**src/sv/pidsc_pkg.sv**
```systemverilog
// Package for the PID steering controller: register indexes, reset values,
// field widths and sequencer codes. Depends on nothing.
`default_nettype none
package pidsc_pkg;

	localparam int POS_W   = 16;
	localparam int ERR_W   = 17;
	localparam int DIFF_W  = 18;
	localparam int SUM_W   = 32;
	localparam int GAIN_W  = 16;
	localparam int LIM_W   = 15;
	localparam int AGAIN_W = 16;
	localparam int ANGLE_W = 8;
	localparam int ACC_W   = 50;
	localparam int MAG_W   = LIM_W + 12;
	localparam int DEG_W   = 11;
	localparam int BITC_W  = 4;
	localparam int CIDX_W  = 3;

	localparam logic [CIDX_W-1:0] REG_KP    = 3'd0;
	localparam logic [CIDX_W-1:0] REG_KI    = 3'd1;
	localparam logic [CIDX_W-1:0] REG_KD    = 3'd2;
	localparam logic [CIDX_W-1:0] REG_LIMIT = 3'd3;
	localparam logic [CIDX_W-1:0] REG_AGAIN = 3'd4;

	localparam logic signed [GAIN_W-1:0] KP_RESET    = 16'sd2048;
	localparam logic signed [GAIN_W-1:0] KI_RESET    = 16'sd0;
	localparam logic signed [GAIN_W-1:0] KD_RESET    = 16'sd410;
	localparam logic [LIM_W-1:0]         LIMIT_RESET = 15'd3840;
	localparam logic [AGAIN_W-1:0]       AGAIN_RESET = 16'd12288;

	localparam logic [1:0] TERM_P = 2'd0;
	localparam logic [1:0] TERM_I = 2'd1;
	localparam logic [1:0] TERM_D = 2'd2;

	localparam logic [2:0] ST_IDLE  = 3'd0;
	localparam logic [2:0] ST_MUL   = 3'd1;
	localparam logic [2:0] ST_CLAMP = 3'd2;
	localparam logic [2:0] ST_ANG   = 3'd3;
	localparam logic [2:0] ST_DONE  = 3'd4;

	localparam logic [BITC_W-1:0] BIT_LAST = 4'd15;

endpackage
`default_nettype wire

```
**src/sv/pid_steering_controller.sv**
```systemverilog
// Top level of the PID steering controller: stream ports, gain registers and
// a bit-serial shift-add multiplier sequencer. Depends on pidsc_pkg.
`default_nettype none
// Each position item yields one steering item. An item is taken while the
// sequencer is idle, then the three gain products are formed by one shared
// shift-add multiplier that consumes one gain bit per cycle, the clamp
// follows, then the angle scaling over the angle gain bits, and the result
// is moved to the output register once that register is free. A new item is
// accepted as soon as the sequencer is idle, even while the previous result
// still waits.
module pid_steering_controller (
	input  wire logic                        clk,
	input  wire logic                        arst_n,
	input  wire logic                        s_tvalid,
	output logic                             s_tready,
	input  wire logic [15:0]                 s_tdata,   // [15:0] position
	output logic                             m_tvalid,
	input  wire logic                        m_tready,
	output logic [7:0]                       m_tdata,   // [7:0] steer_angle
	output logic                             m_tuser,   // [0] clamped
	input  wire logic                        cfg_valid,
	output logic                             cfg_ready,
	input  wire logic [pidsc_pkg::CIDX_W-1:0] cfg_index,
	input  wire logic [15:0]                 cfg_data
);

	logic signed [pidsc_pkg::GAIN_W-1:0]  kp_q, ki_q, kd_q;
	logic [pidsc_pkg::LIM_W-1:0]          limit_q;
	logic [pidsc_pkg::AGAIN_W-1:0]        again_q;
	logic signed [pidsc_pkg::SUM_W-1:0]   error_sum_q;
	logic signed [pidsc_pkg::ERR_W-1:0]   previous_error_q;
	logic signed [pidsc_pkg::DIFF_W-1:0]  diff_q;
	logic [2:0]                           state_q;
	logic [1:0]                           term_q;
	logic [pidsc_pkg::BITC_W-1:0]         bit_q;
	logic signed [pidsc_pkg::ACC_W-1:0]   acc_q, x_q;
	logic [pidsc_pkg::GAIN_W-1:0]         g_q;
	logic                                 neg_q, clamped_q;
	logic [7:0]                           angle_q;
	logic                                 tuser_q, tvalid_q;

	logic                                 in_acc;
	logic signed [pidsc_pkg::ERR_W-1:0]   err;
	logic signed [pidsc_pkg::SUM_W:0]     sum_wide;
	logic signed [pidsc_pkg::SUM_W-1:0]   sum_sat;
	logic signed [pidsc_pkg::ACC_W-1:0]   lim_ext, abs_u, next_x;
	logic [pidsc_pkg::GAIN_W-1:0]         next_g;
	logic [pidsc_pkg::DEG_W-1:0]          deg;
	logic [7:0]                           angle_d;
	logic                                 out_free;

	assign s_tready  = (state_q == pidsc_pkg::ST_IDLE);
	assign cfg_ready = 1'b1;
	assign in_acc    = s_tvalid && s_tready;
	assign out_free  = !tvalid_q || m_tready;
	assign m_tvalid  = tvalid_q;
	assign m_tdata   = angle_q;
	assign m_tuser   = tuser_q;

	assign err      = -{s_tdata[15], s_tdata};
	assign sum_wide = {error_sum_q[pidsc_pkg::SUM_W-1], error_sum_q} +
		(pidsc_pkg::SUM_W+1)'(err);
	assign lim_ext  = pidsc_pkg::ACC_W'({limit_q, 12'd0});
	assign abs_u    = acc_q[pidsc_pkg::ACC_W-1] ? -acc_q : acc_q;
	assign deg      = acc_q[pidsc_pkg::DEG_W+31:32];

	always_comb begin
		if (sum_wide[pidsc_pkg::SUM_W] != sum_wide[pidsc_pkg::SUM_W-1]) begin
			sum_sat = sum_wide[pidsc_pkg::SUM_W] ? {1'b1, {(pidsc_pkg::SUM_W-1){1'b0}}}
				: {1'b0, {(pidsc_pkg::SUM_W-1){1'b1}}};
		end else begin
			sum_sat = sum_wide[pidsc_pkg::SUM_W-1:0];
		end
	end

	// Operand and gain for the term that follows the current one.
	always_comb begin
		if (term_q == pidsc_pkg::TERM_P) begin
			next_x = pidsc_pkg::ACC_W'(error_sum_q);
			next_g = ki_q;
		end else begin
			next_x = pidsc_pkg::ACC_W'(diff_q);
			next_g = kd_q;
		end
	end

	always_comb begin
		if (neg_q) begin
			angle_d = (deg > 11'd128) ? 8'h80 : 8'(-deg);
		end else begin
			angle_d = (deg > 11'd127) ? 8'h7F : deg[7:0];
		end
	end

	always_ff @(posedge clk or negedge arst_n) begin
		if (!arst_n) begin
			kp_q    <= pidsc_pkg::KP_RESET;
			ki_q    <= pidsc_pkg::KI_RESET;
			kd_q    <= pidsc_pkg::KD_RESET;
			limit_q <= pidsc_pkg::LIMIT_RESET;
			again_q <= pidsc_pkg::AGAIN_RESET;
		end else if (cfg_valid && cfg_ready) begin
			unique case (cfg_index)
				pidsc_pkg::REG_KP:    kp_q    <= cfg_data;
				pidsc_pkg::REG_KI:    ki_q    <= cfg_data;
				pidsc_pkg::REG_KD:    kd_q    <= cfg_data;
				pidsc_pkg::REG_LIMIT: limit_q <= cfg_data[pidsc_pkg::LIM_W-1:0];
				pidsc_pkg::REG_AGAIN: again_q <= cfg_data;
				default: ;
			endcase
		end
	end

	always_ff @(posedge clk or negedge arst_n) begin
		if (!arst_n) begin
			state_q          <= pidsc_pkg::ST_IDLE;
			term_q           <= pidsc_pkg::TERM_P;
			bit_q            <= '0;
			error_sum_q      <= '0;
			previous_error_q <= '0;
			diff_q           <= '0;
			x_q              <= '0;
			g_q              <= '0;
			acc_q            <= '0;
			neg_q            <= 1'b0;
			clamped_q        <= 1'b0;
			angle_q          <= '0;
			tuser_q          <= 1'b0;
			tvalid_q         <= 1'b0;
		end else begin
			if (tvalid_q && m_tready && (state_q != pidsc_pkg::ST_DONE)) begin
				tvalid_q <= 1'b0;
			end
			unique case (state_q)
				pidsc_pkg::ST_IDLE: begin
					if (in_acc) begin
						error_sum_q      <= sum_sat;
						previous_error_q <= err;
						diff_q           <= pidsc_pkg::DIFF_W'(err) -
							pidsc_pkg::DIFF_W'(previous_error_q);
						x_q              <= pidsc_pkg::ACC_W'(err);
						g_q              <= kp_q;
						acc_q            <= '0;
						term_q           <= pidsc_pkg::TERM_P;
						bit_q            <= '0;
						state_q          <= pidsc_pkg::ST_MUL;
					end
				end
				pidsc_pkg::ST_MUL: begin
					// The sign bit of a gain has negative weight.
					if (g_q[0]) begin
						acc_q <= (bit_q == pidsc_pkg::BIT_LAST) ? acc_q - x_q : acc_q + x_q;
					end
					bit_q <= bit_q + 1'b1;
					if (bit_q == pidsc_pkg::BIT_LAST) begin
						x_q <= next_x;
						g_q <= next_g;
						if (term_q == pidsc_pkg::TERM_D) begin
							state_q <= pidsc_pkg::ST_CLAMP;
						end else begin
							term_q <= term_q + 1'b1;
						end
					end else begin
						x_q <= x_q <<< 1;
						g_q <= g_q >> 1;
					end
				end
				pidsc_pkg::ST_CLAMP: begin
					if (acc_q > lim_ext) begin
						x_q       <= lim_ext;
						neg_q     <= 1'b0;
						clamped_q <= 1'b1;
					end else if (acc_q < -lim_ext) begin
						x_q       <= lim_ext;
						neg_q     <= (limit_q != '0);
						clamped_q <= 1'b1;
					end else begin
						x_q       <= pidsc_pkg::ACC_W'(abs_u[pidsc_pkg::MAG_W-1:0]);
						neg_q     <= acc_q[pidsc_pkg::ACC_W-1];
						clamped_q <= 1'b0;
					end
					g_q     <= again_q;
					acc_q   <= '0;
					bit_q   <= '0;
					state_q <= pidsc_pkg::ST_ANG;
				end
				pidsc_pkg::ST_ANG: begin
					if (g_q[0]) begin
						acc_q <= acc_q + x_q;
					end
					x_q   <= x_q <<< 1;
					g_q   <= g_q >> 1;
					bit_q <= bit_q + 1'b1;
					if (bit_q == pidsc_pkg::BIT_LAST) begin
						state_q <= pidsc_pkg::ST_DONE;
					end
				end
				pidsc_pkg::ST_DONE: begin
					if (out_free) begin
						angle_q  <= angle_d;
						tuser_q  <= clamped_q;
						tvalid_q <= 1'b1;
						state_q  <= pidsc_pkg::ST_IDLE;
					end
				end
				default: state_q <= pidsc_pkg::ST_IDLE;
			endcase
		end
	end

	a_start: assert property (@(posedge clk) disable iff (!arst_n)
		in_acc |=> (state_q == pidsc_pkg::ST_MUL) && (bit_q == '0) &&
			(term_q == pidsc_pkg::TERM_P))
		else $error("sequencer did not start on an accepted item");

	a_term: assert property (@(posedge clk) disable iff (!arst_n)
		(state_q == pidsc_pkg::ST_MUL) |-> (term_q <= pidsc_pkg::TERM_D))
		else $error("term counter ran past the derivative term");

	a_deliver: assert property (@(posedge clk) disable iff (!arst_n)
		(state_q == pidsc_pkg::ST_DONE) && out_free |=> m_tvalid &&
			(state_q == pidsc_pkg::ST_IDLE))
		else $error("finished item was not presented");

	a_no_overwrite: assert property (@(posedge clk) disable iff (!arst_n)
		(state_q == pidsc_pkg::ST_DONE) && m_tvalid && !m_tready |=>
			(state_q == pidsc_pkg::ST_DONE))
		else $error("result left the sequencer while the output was full");

endmodule
`default_nettype wire

```
**config.mk**
```make
export PLATFORM = sky130hd
export DESIGN_NAME = pid_steering_controller
export DESIGN_NICKNAME = d
export VERILOG_FILES = /design/src/sv/pidsc_pkg.sv /design/src/sv/pid_steering_controller.sv
export SDC_FILE = /design/constraint.sdc
export NUM_CORES = 1
export LEC_CHECK = 0
export CORE_ASPECT_RATIO = 2
export CORE_MARGIN = 3
export CORE_UTILIZATION = 40
export CTS_BUF_LIST = sky130_fd_sc_hd__clkbuf_4 sky130_fd_sc_hd__clkbuf_8
export DETAILED_ROUTE_END_ITERATION = 10
export DONT_BUFFER_PORTS = 1
export PLACE_DENSITY = 0.61
export SYNTH_ARGS = -nofsm -noshare
export SYNTH_HDL_FRONTEND = slang
export SYNTH_SLANG_ARGS = --single-unit
export TNS_END_PERCENT = 50
```
**constraint.sdc**
```tcl
create_clock -name clk -period 5.7 [get_ports clk]
set_input_delay 0.285 -clock clk [delete_from_list [all_inputs] [get_ports clk]]
set_output_delay 0.285 -clock clk [all_outputs]
set_load 0.01 [all_outputs]
```
### After elaboration in Yosys (flattened, before gate mapping)

Index checks and enable logic that the tools add are counted.

| storage, ports and cells | value |
|---|---|
| register bits after elaboration | 283 |
| latch bits | 0 |
| bits in writable memories | 0 |
| ROM bits | 0 |
| bits of input ports | 40 |
| output and inout bits | 12 |
| logic and storage cells | 118 |
| memories | 0 |

| cells by class | value |
|---|---|
| add/sub/neg operators | 10 |
| $mul | 0 |
| div/mod/pow operators | 0 |
| order comparisons | 4 |
| equal/unequal tests | 20 |
| shifts and indexed selects | 0 |
| multiplexer cells | 40 |
| bitwise operators | 0 |
| reductions and logical operators | 25 |

Operator list:

| kind | number |
|---|---|
| $pmux 50 s4 | 2 |
| $mux 50 | 7 |
| $mux 27 | 3 |
| $mux 32 | 2 |
| $pmux 16 s4 | 1 |
| $add 50x50->50 | 1 |
| $gt 50x28->1 | 1 |
| $lt 50x50->1 | 1 |
| $neg 27->50 | 1 |
| $sub 50x50->50 | 1 |
| $mux 16 | 3 |
| $add 32x17->33 | 1 |
| $neg 27->27 | 1 |
| $mux 8 | 3 |
| $reduce_and 2->1 | 9 |
| $sub 17x17->18 | 1 |
| $neg 17->17 | 1 |
| $mux 3 | 5 |
| $pmux 3 s5 | 1 |
| $reduce_bool 15->1 | 1 |
| $ne 2x2->1 const B | 7 |
| $eq 3x2->1 const B | 4 |
| $pmux 4 s3 | 1 |
| $gt 11x7->1 const B | 1 |
| 26 further kinds | 40 |

### Longest topological paths before layout

| logic depth | value |
|---|---|
| depth after elaboration | 5 |
| gate-level depth with buffers | 20 |
| depth with buffers taken out | 19 |

### Worst setup path after synthesis

Ideal clock, no wire load.

| timing path | value |
|---|---|
| path kind | input-to-reg |
| from | in s_tdata[8] |
| to | reg error_sum_q[3] (netlist name) |
| data arrival time | 4.410 ns |
| path slack | 1.208 ns |
| stages on the path | 15 |
| path through | or4_1 nor3_1 a41oi_1 ha_1 a21oi_1 nor2b_1 o21ai_0 nand2b_1 or4b_2 o21a_1 xnor2_1 nor2_1 clkbuf_1 nor2_1 o21ai_0 |

| on the way | value |
|---|---|
| longest elaborated chain between the ends | 4 |
| elaborated cells on any way between the ends | 5 |
| classes of those cells | add/sub (2); eq/ne (1); mux (2) |

RTL lines:

| what | line | text |
|---|---|---|
| from (decl) | pid_steering_controller.sv:16 | `input wire logic [15:0] s_tdata,` |
| $neg 17->17 * | pid_steering_controller.sv:60 | `assign err = -{s_tdata[15], s_tdata};` |
| via err (one bit) | pid_steering_controller.sv:43 | `logic signed [pidsc_pkg::ERR_W-1:0] err;` |
| $add 32x17->33 * | pid_steering_controller.sv:61 | `assign sum_wide = {error_sum_q[pidsc_pkg::SUM_W-1], error_sum_q} +` |
| $mux 32 or $ne 1x1->1 (tied branches) | pid_steering_controller.sv:69, pid_steering_controller.sv:68 |  |
| $mux 32 * | pid_steering_controller.sv:68 | `if (sum_wide[pidsc_pkg::SUM_W] != sum_wide[pidsc_pkg::SUM_W-1]) begin` |
| to (signal assigned) | pid_steering_controller.sv:137 | `error_sum_q <= sum_sat;` |
| to (decl) | pid_steering_controller.sv:30 | `logic signed [pidsc_pkg::SUM_W-1:0] error_sum_q;` |

The timed path passes the listed nets; every way through them passes the cells marked *.
A chain may end at the register's enable or synchronous reset.

### Worst setup path in the final report

| timing path | value |
|---|---|
| from | reg limit_q[3] (netlist name) |
| to | reg x_q[2] (netlist name) |

| on the way | value |
|---|---|
| longest elaborated chain between the ends | 5 |
| elaborated cells on any way between the ends | 6 |
| classes of those cells | add/sub (1); order compare (2); mux (3) |

RTL lines:

| what | line | text |
|---|---|---|
| from (decl) | pid_steering_controller.sv:28 | `logic [pidsc_pkg::LIM_W-1:0] limit_q;` |
| from (signal assigned) | pid_steering_controller.sv:100 | `limit_q <= pidsc_pkg::LIMIT_RESET;` |
| from (signal assigned) | pid_steering_controller.sv:107 | `pidsc_pkg::REG_LIMIT: limit_q <= cfg_data[pidsc_pkg::LIM_W-1:0];` |
| $neg 27->50 | pid_steering_controller.sv:173 | `end else if (acc_q < -lim_ext) begin` |
| $lt 50x50->1 | pid_steering_controller.sv:173 |  |
| $mux 27 | pid_steering_controller.sv:173 |  |
| $mux 27 * | pid_steering_controller.sv:169 | `if (acc_q > lim_ext) begin` |
| $pmux 50 s4 * | pid_steering_controller.sv:134 | `unique case (state_q)` |
| to (signal assigned) | pid_steering_controller.sv:170 | `x_q <= lim_ext;` |
| to (signal assigned) | pid_steering_controller.sv:174 | `x_q <= lim_ext;` |
| to (signal assigned) | pid_steering_controller.sv:178 | `x_q <= pidsc_pkg::ACC_W'(abs_u[pidsc_pkg::MAG_W-1:0]);` |
| to (decl) | pid_steering_controller.sv:36 | `logic signed [pidsc_pkg::ACC_W-1:0] acc_q, x_q;` |

Every way passes the cells marked *; elsewhere a longest branch is shown, timed or not.

==> impl_results.html <==
<table>
<tr><th>Metric</th><th>Value</th></tr>
<tr><th colspan="2">Run status</th></tr>
<tr><td>Outcome</td><td>finished with violations</td></tr>
<tr><td>Violations in the final reports</td><td>negative hold slack</td></tr>
<tr><th colspan="2">Route</th></tr>
<tr><td>Via count of the routed design</td><td>22,268</td></tr>
<tr><td>Number of optimization iterations in the first detailed-route pass</td><td>8</td></tr>
<tr><td>Routed wire length</td><td>85.03 mm</td></tr>
<tr><td>Detail Route Antenna Nets</td><td>0</td></tr>
<tr><td>Vias per Instance</td><td>6.287</td></tr>
<tr><td>Drt wl/cell</td><td>24.01 um</td></tr>
<tr><td>Final routed DRC violation total</td><td>0</td></tr>
<tr><td>First-iteration detailed-routing DRC count</td><td>1,616</td></tr>
<tr><th colspan="2">Pwr</th></tr>
<tr><td>Total power consumption of the routed design</td><td>17.05 mW</td></tr>
<tr><td>Net Sw Frac</td><td>52.29%</td></tr>
<tr><td>Clock network fraction of total power</td><td>13.1%</td></tr>
<tr><td>Power Dens Cells</td><td>671.1 mW/mm2</td></tr>
<tr><td>Leakage dissipation</td><td>11.09 nW</td></tr>
<tr><td>Max IR drop VDD</td><td>516.8 uV</td></tr>
<tr><td>Combinational share of power</td><td>64.0%</td></tr>
<tr><td>Total internal power</td><td>8.133 mW</td></tr>
<tr><td>Net Switching</td><td>8.913 mW</td></tr>
<tr><td>Sequential power share</td><td>22.8%</td></tr>
<tr><th colspan="2">Synth</th></tr>
<tr><td>Post-synthesis net count</td><td>3,040</td></tr>
<tr><td>Fraction of post-synthesis cell area in the top cell type by area</td><td>29.12%</td></tr>
<tr><td>Dominant cells by area after synthesis</td><td>sky130_fd_sc_hd__dfrtp_1 (29%), sky130_fd_sc_hd__ha_1 (11%), sky130_fd_sc_hd__nand2_1 (4.7%)</td></tr>
<tr><td>Post-synthesis register bit count</td><td>283</td></tr>
<tr><td>Unique cell type count in the Yosys netlist</td><td>98</td></tr>
<tr><td>Most frequently used cell type in the post-synthesis netlist</td><td>sky130_fd_sc_hd__nand2_1</td></tr>
<tr><td>Part of the Yosys area used for sequential elements</td><td>30.47%</td></tr>
<tr><td>Total number of yosys warnings</td><td>0</td></tr>
<tr><td>Synthesized area divided by synthesized cell count</td><td>8.357 um2</td></tr>
<tr><td>Count of mapped cells out of synthesis</td><td>2,787</td></tr>
<tr><td>Cell area after technology mapping</td><td>0.02329 mm2</td></tr>
<tr><td>Top_reg_cell synth</td><td>sky130_fd_sc_hd__dfrtp_1</td></tr>
<tr><td>EDFF count, synth</td><td>0</td></tr>
<tr><td>Synth area leader</td><td>sky130_fd_sc_hd__dfrtp_1</td></tr>
<tr><td>Async set-reset flop share out of synthesis</td><td>100.0%</td></tr>
<tr><td>Commonest cells in the synthesized netlist</td><td>sky130_fd_sc_hd__nand2_1 (292), sky130_fd_sc_hd__dfrtp_1 (271), sky130_fd_sc_hd__ha_1 (209)</td></tr>
<tr><th colspan="2">Critical path</th></tr>
<tr><td>CP Class</td><td>register to register</td></tr>
<tr><td>Arrival @ worst endpoint</td><td>5670 ps</td></tr>
<tr><td>Type of element capturing the critical path</td><td>register</td></tr>
<tr><td>Largest fanout on the critical path</td><td>13</td></tr>
<tr><td>Startpoint type of the worst setup path</td><td>register</td></tr>
<tr><td>Required time at the endpoint of the critical path</td><td>6250 ps</td></tr>
<tr><th colspan="2">Layout</th></tr>
<tr><td>Fill cell count</td><td>5,828</td></tr>
<tr><td>Final Instance Area</td><td>0.02540 mm2</td></tr>
<tr><td>Final nets</td><td>2,998</td></tr>
<tr><td>Share of cells above drive strength 1</td><td>9.555%</td></tr>
<tr><td>Growth of design area from synthesis to finish</td><td>9.052%</td></tr>
<tr><td>Non-filler cells, final</td><td>3,542</td></tr>
<tr><th colspan="2">Timing</th></tr>
<tr><td>Relative slew slack</td><td>22.72%</td></tr>
<tr><td>Final-layout setup total negative slack</td><td>0 ps</td></tr>
<tr><td>Worst clock skew on the final layout</td><td>22.34 ps</td></tr>
<tr><td>Count of final hold-check violations</td><td>273</td></tr>
<tr><td>Slew Limit Fails</td><td>0</td></tr>
<tr><td>Post-Route Hold Slack</td><td>-655.3 ps</td></tr>
<tr><td>Final clock period utilization by the worst path</td><td>89.91%</td></tr>
<tr><td>Total of endpoints with negative setup slack in the final report</td><td>0</td></tr>
<tr><td>Setup repair after global routing missed its margin</td><td>yes</td></tr>
<tr><td>Upper clock frequency limit</td><td>195.1 MHz</td></tr>
<tr><td>Tmin final</td><td>5125 ps</td></tr>
<tr><td>Transition time at the pin with the least slew margin</td><td>1157 ps</td></tr>
<tr><th colspan="2">Global route</th></tr>
<tr><td>Pin count of the biggest net entering global routing</td><td>284</td></tr>
<tr><td>Number of global-route vias before repair</td><td>22,595</td></tr>
<tr><td>Initial antenna violation count</td><td>2</td></tr>
<tr><td>First-pass GRT wire length</td><td>129.7 mm</td></tr>
<tr><td>Overflow after GRT</td><td>0</td></tr>
<tr><td>Total routing resource utilization after global routing</td><td>27.09%</td></tr>
<tr><th colspan="2">Clock network</th></tr>
<tr><td>CTS tree</td><td>yes</td></tr>
<tr><td>Clock root buffer</td><td>sky130_fd_sc_hd__clkbuf_8</td></tr>
<tr><td>CTS H-tree lvls</td><td>2</td></tr>
<tr><td>Clock transition at the registers of the reported paths</td><td>70 ps</td></tr>
<tr><td>TritonCTS Sinks</td><td>283</td></tr>
<tr><td>Clock insertion delay at the later pin of the skew report</td><td>650 ps</td></tr>
<tr><td>Post-cts sizing count</td><td>0</td></tr>
<tr><td>CTS max path bufs</td><td>3</td></tr>
<tr><td>CTS buffer count</td><td>47</td></tr>
<tr><td>Hold-fix buffer count after cts</td><td>24</td></tr>
<tr><th colspan="2">Hold path</th></tr>
<tr><td>Hold/Removal Path Class</td><td>primary input to asynchronous set/reset pin</td></tr>
<tr><th colspan="2">Floorplanning</th></tr>
<tr><td>Die span in x</td><td>176.6 um</td></tr>
<tr><td>Initial Util</td><td>40.57%</td></tr>
<tr><td>DIE AREA</td><td>0.06133 mm2</td></tr>
<tr><td>Placeable core region</td><td>0.05741 mm2</td></tr>
<tr><td>Die outline height</td><td>347.3 um</td></tr>
<tr><td>Std cell rows</td><td>124</td></tr>
<tr><td>Number of top-level design ports</td><td>52</td></tr>
<tr><th colspan="2">Placed design</th></tr>
<tr><td>Placed instance area</td><td>0.02400 mm2</td></tr>
<tr><td>RePlAce Congestion</td><td>0.9913</td></tr>
<tr><td>Placed Instances</td><td>3,428</td></tr>
<tr><td>Post-detailed-placement half-perimeter wirelength</td><td>63.39 mm</td></tr>
<tr><td>Count of input and output buffers</td><td>0</td></tr>
<tr><th colspan="2">Job</th></tr>
<tr><td>Maxcap violations</td><td>0</td></tr>
</table>
final timing paths:
| kind | from | to | slack (ps) | depth (start not counted) |
|---|---|---|---|---|
| min in group clk | s_tdata[2] | previous_error_q[2]$_DFFE_PN0P_ | 20 | 4 |
| max in group asynchronous | arst_n | x_q[31]$_DFFE_PN0P_ | 5430 | 0 |
| max reg2reg | limit_q[3]$_DFFE_PN0P_ | x_q[2]$_DFFE_PN0P_ | 580 | 17 |
| min reg2reg | diff_q[11]$_DFFE_PN0P_ | diff_q[11]$_DFFE_PN0P_ | 490 | 2 |
| max | limit_q[3]$_DFFE_PN0P_ | x_q[2]$_DFFE_PN0P_ | 580 | 17 |
| min | arst_n | acc_q[7]$_DFFE_PN0P_ | -660 | 0 |
cells in the final DEF, fill, tap and decap left out, types with 14 or more instances in the layout:
| cell | count |
|---|---|
| sky130_fd_sc_hd__o21ai_1 | 38 |
| sky130_fd_sc_hd__a31oi_1 | 46 |
| sky130_fd_sc_hd__xnor2_1 | 79 |
| sky130_fd_sc_hd__a221oi_1 | 24 |
| sky130_fd_sc_hd__a21oi_1 | 207 |
| sky130_fd_sc_hd__a22oi_1 | 26 |
| sky130_fd_sc_hd__o21ai_0 | 197 |
| sky130_fd_sc_hd__nor2_1 | 188 |
| sky130_fd_sc_hd__nor4_1 | 35 |
| sky130_fd_sc_hd__o22ai_1 | 21 |
| sky130_fd_sc_hd__a221o_1 | 20 |
| sky130_fd_sc_hd__o221ai_1 | 25 |
| sky130_fd_sc_hd__mux2_2 | 81 |
| sky130_fd_sc_hd__clkbuf_4 | 14 |
| sky130_fd_sc_hd__mux2i_1 | 42 |
| sky130_fd_sc_hd__or3_1 | 17 |
| sky130_fd_sc_hd__buf_4 | 39 |
| sky130_fd_sc_hd__o31ai_1 | 33 |
| sky130_fd_sc_hd__clkbuf_8 | 59 |
| sky130_fd_sc_hd__inv_1 | 164 |
| sky130_fd_sc_hd__a32o_1 | 16 |
| sky130_fd_sc_hd__nand2b_1 | 22 |
| sky130_fd_sc_hd__nor3_1 | 48 |
| sky130_fd_sc_hd__o21a_1 | 23 |
| sky130_fd_sc_hd__a211oi_1 | 34 |
| sky130_fd_sc_hd__nand4_1 | 28 |
| sky130_fd_sc_hd__nand2_1 | 290 |
| sky130_fd_sc_hd__and3_1 | 17 |
| sky130_fd_sc_hd__nor2b_1 | 18 |
| sky130_fd_sc_hd__o21bai_1 | 36 |
| sky130_fd_sc_hd__o211ai_1 | 23 |
| sky130_fd_sc_hd__nand3_1 | 54 |
| sky130_fd_sc_hd__a21o_1 | 49 |
| sky130_fd_sc_hd__dfrtp_1 | 271 |
| sky130_fd_sc_hd__xor2_1 | 28 |
| sky130_fd_sc_hd__dlygate4sd3_1 | 24 |
| sky130_fd_sc_hd__ha_1 | 208 |
| sky130_fd_sc_hd__o2111ai_1 | 19 |
cell type report:
class	instances	area (um2)	area share, %
clock buffers	73	917.1	3.611
flip-flops and latches	283	7097	27.94
clock inverters	15	240.2	0.9458
repair buffers	63	533.0	2.099
multi-input cells	2185	15040	59.22
inverters	165	619.3	2.438
diodes	2	5.005	0.01970
well taps	756	945.9	3.724
power groups by stage:
stage / Clock, mW / Sequential (mW) / Combinational, mW
after floorplan: 0 / 3.36 / 7.96
after global placement: 0 / 3.88 / 10.5
after detailed placement: 0 / 3.90 / 10.7
after CTS: 2.28 / 3.87 / 10.7
after global routing: 2.36 / 3.95 / 11.9
final: 2.24 / 3.89 / 10.9
worst max-delay path, stage by stage (launching register included):
cell and delay [ps]:
sky130_fd_sc_hd__dfrtp_1 400, sky130_fd_sc_hd__inv_1 150, sky130_fd_sc_hd__nand4_1 160, sky130_fd_sc_hd__or3_1 370, sky130_fd_sc_hd__nor4_1 340, sky130_fd_sc_hd__nand2_1 340, sky130_fd_sc_hd__nor4_1 560, sky130_fd_sc_hd__ha_1 250
sky130_fd_sc_hd__a21o_1 90, sky130_fd_sc_hd__a21o_1 110, sky130_fd_sc_hd__a21o_1 130, sky130_fd_sc_hd__a211oi_1 70, sky130_fd_sc_hd__o21a_1 190, sky130_fd_sc_hd__o211ai_1 180, sky130_fd_sc_hd__o221ai_1 220, sky130_fd_sc_hd__a211oi_2 1000
sky130_fd_sc_hd__a221oi_1 180, sky130_fd_sc_hd__a211oi_1 260
routing by layer:
| layer | global-route usage (%) | vias up | share of wire (%) |
|---|---|---|---|
| met5 | 0 | - | 0 |
| met4 | 20.82 | 0 | 9.1 |
| met3 | 3.458 | 361 | 4.4 |
| met2 | 50.54 | 848 | 53 |
| met1 | 26.52 | 10850 | 34 |
| li1 | - | 10209 | - |
per-stage QoR:
step	util (%)	setup slack [ps]	hold slack, ps
after global placement	41.80	625.0	14.85
after CTS	44.24	538.0	-664.7
after global routing	44.25	-6.904	-670.1
final	44.25	575.2	-655.3
after detailed placement	41.80	600.9	19.90
after floorplan	-	1208	-10.59
kinds of logic (layout without fill, tap and decap cells):
family,Yosys count,in the layout,share of synthesized area (%)
AOI/OAI and AO/OA,942,942,26.82
xor gates and xnor gates,107,107,4.024
adders and majority gates,214,214,11.61
buffers and inverters,319,316,5.243
DFF,283,283,30.47
muxes,123,123,5.721
other,1,3,0.01610
and+or+nand+nor,798,798,16.09
registers in the layout, indices dropped and copies added (netlist names):
register,cells
clamped_q,1
x_q,50
again_q,16
m_tdata,8
previous_error_q,17
error_sum_q,32
m_tuser,1
diff_q,18
kp_q,16
g_q,16
term_q,2
m_tvalid,1
kd_q,16
neg_q,1
limit_q,15
ki_q,16
bit_q,4
acc_q,50
state_q,3
what timing repair did:
item                                   4_1_cts  5_1_grt
setup buffers                                0        0
endpoints found under the hold margin      373      283
setup endpoints to repair                    0        1
Power figures use the tool's default switching activity.
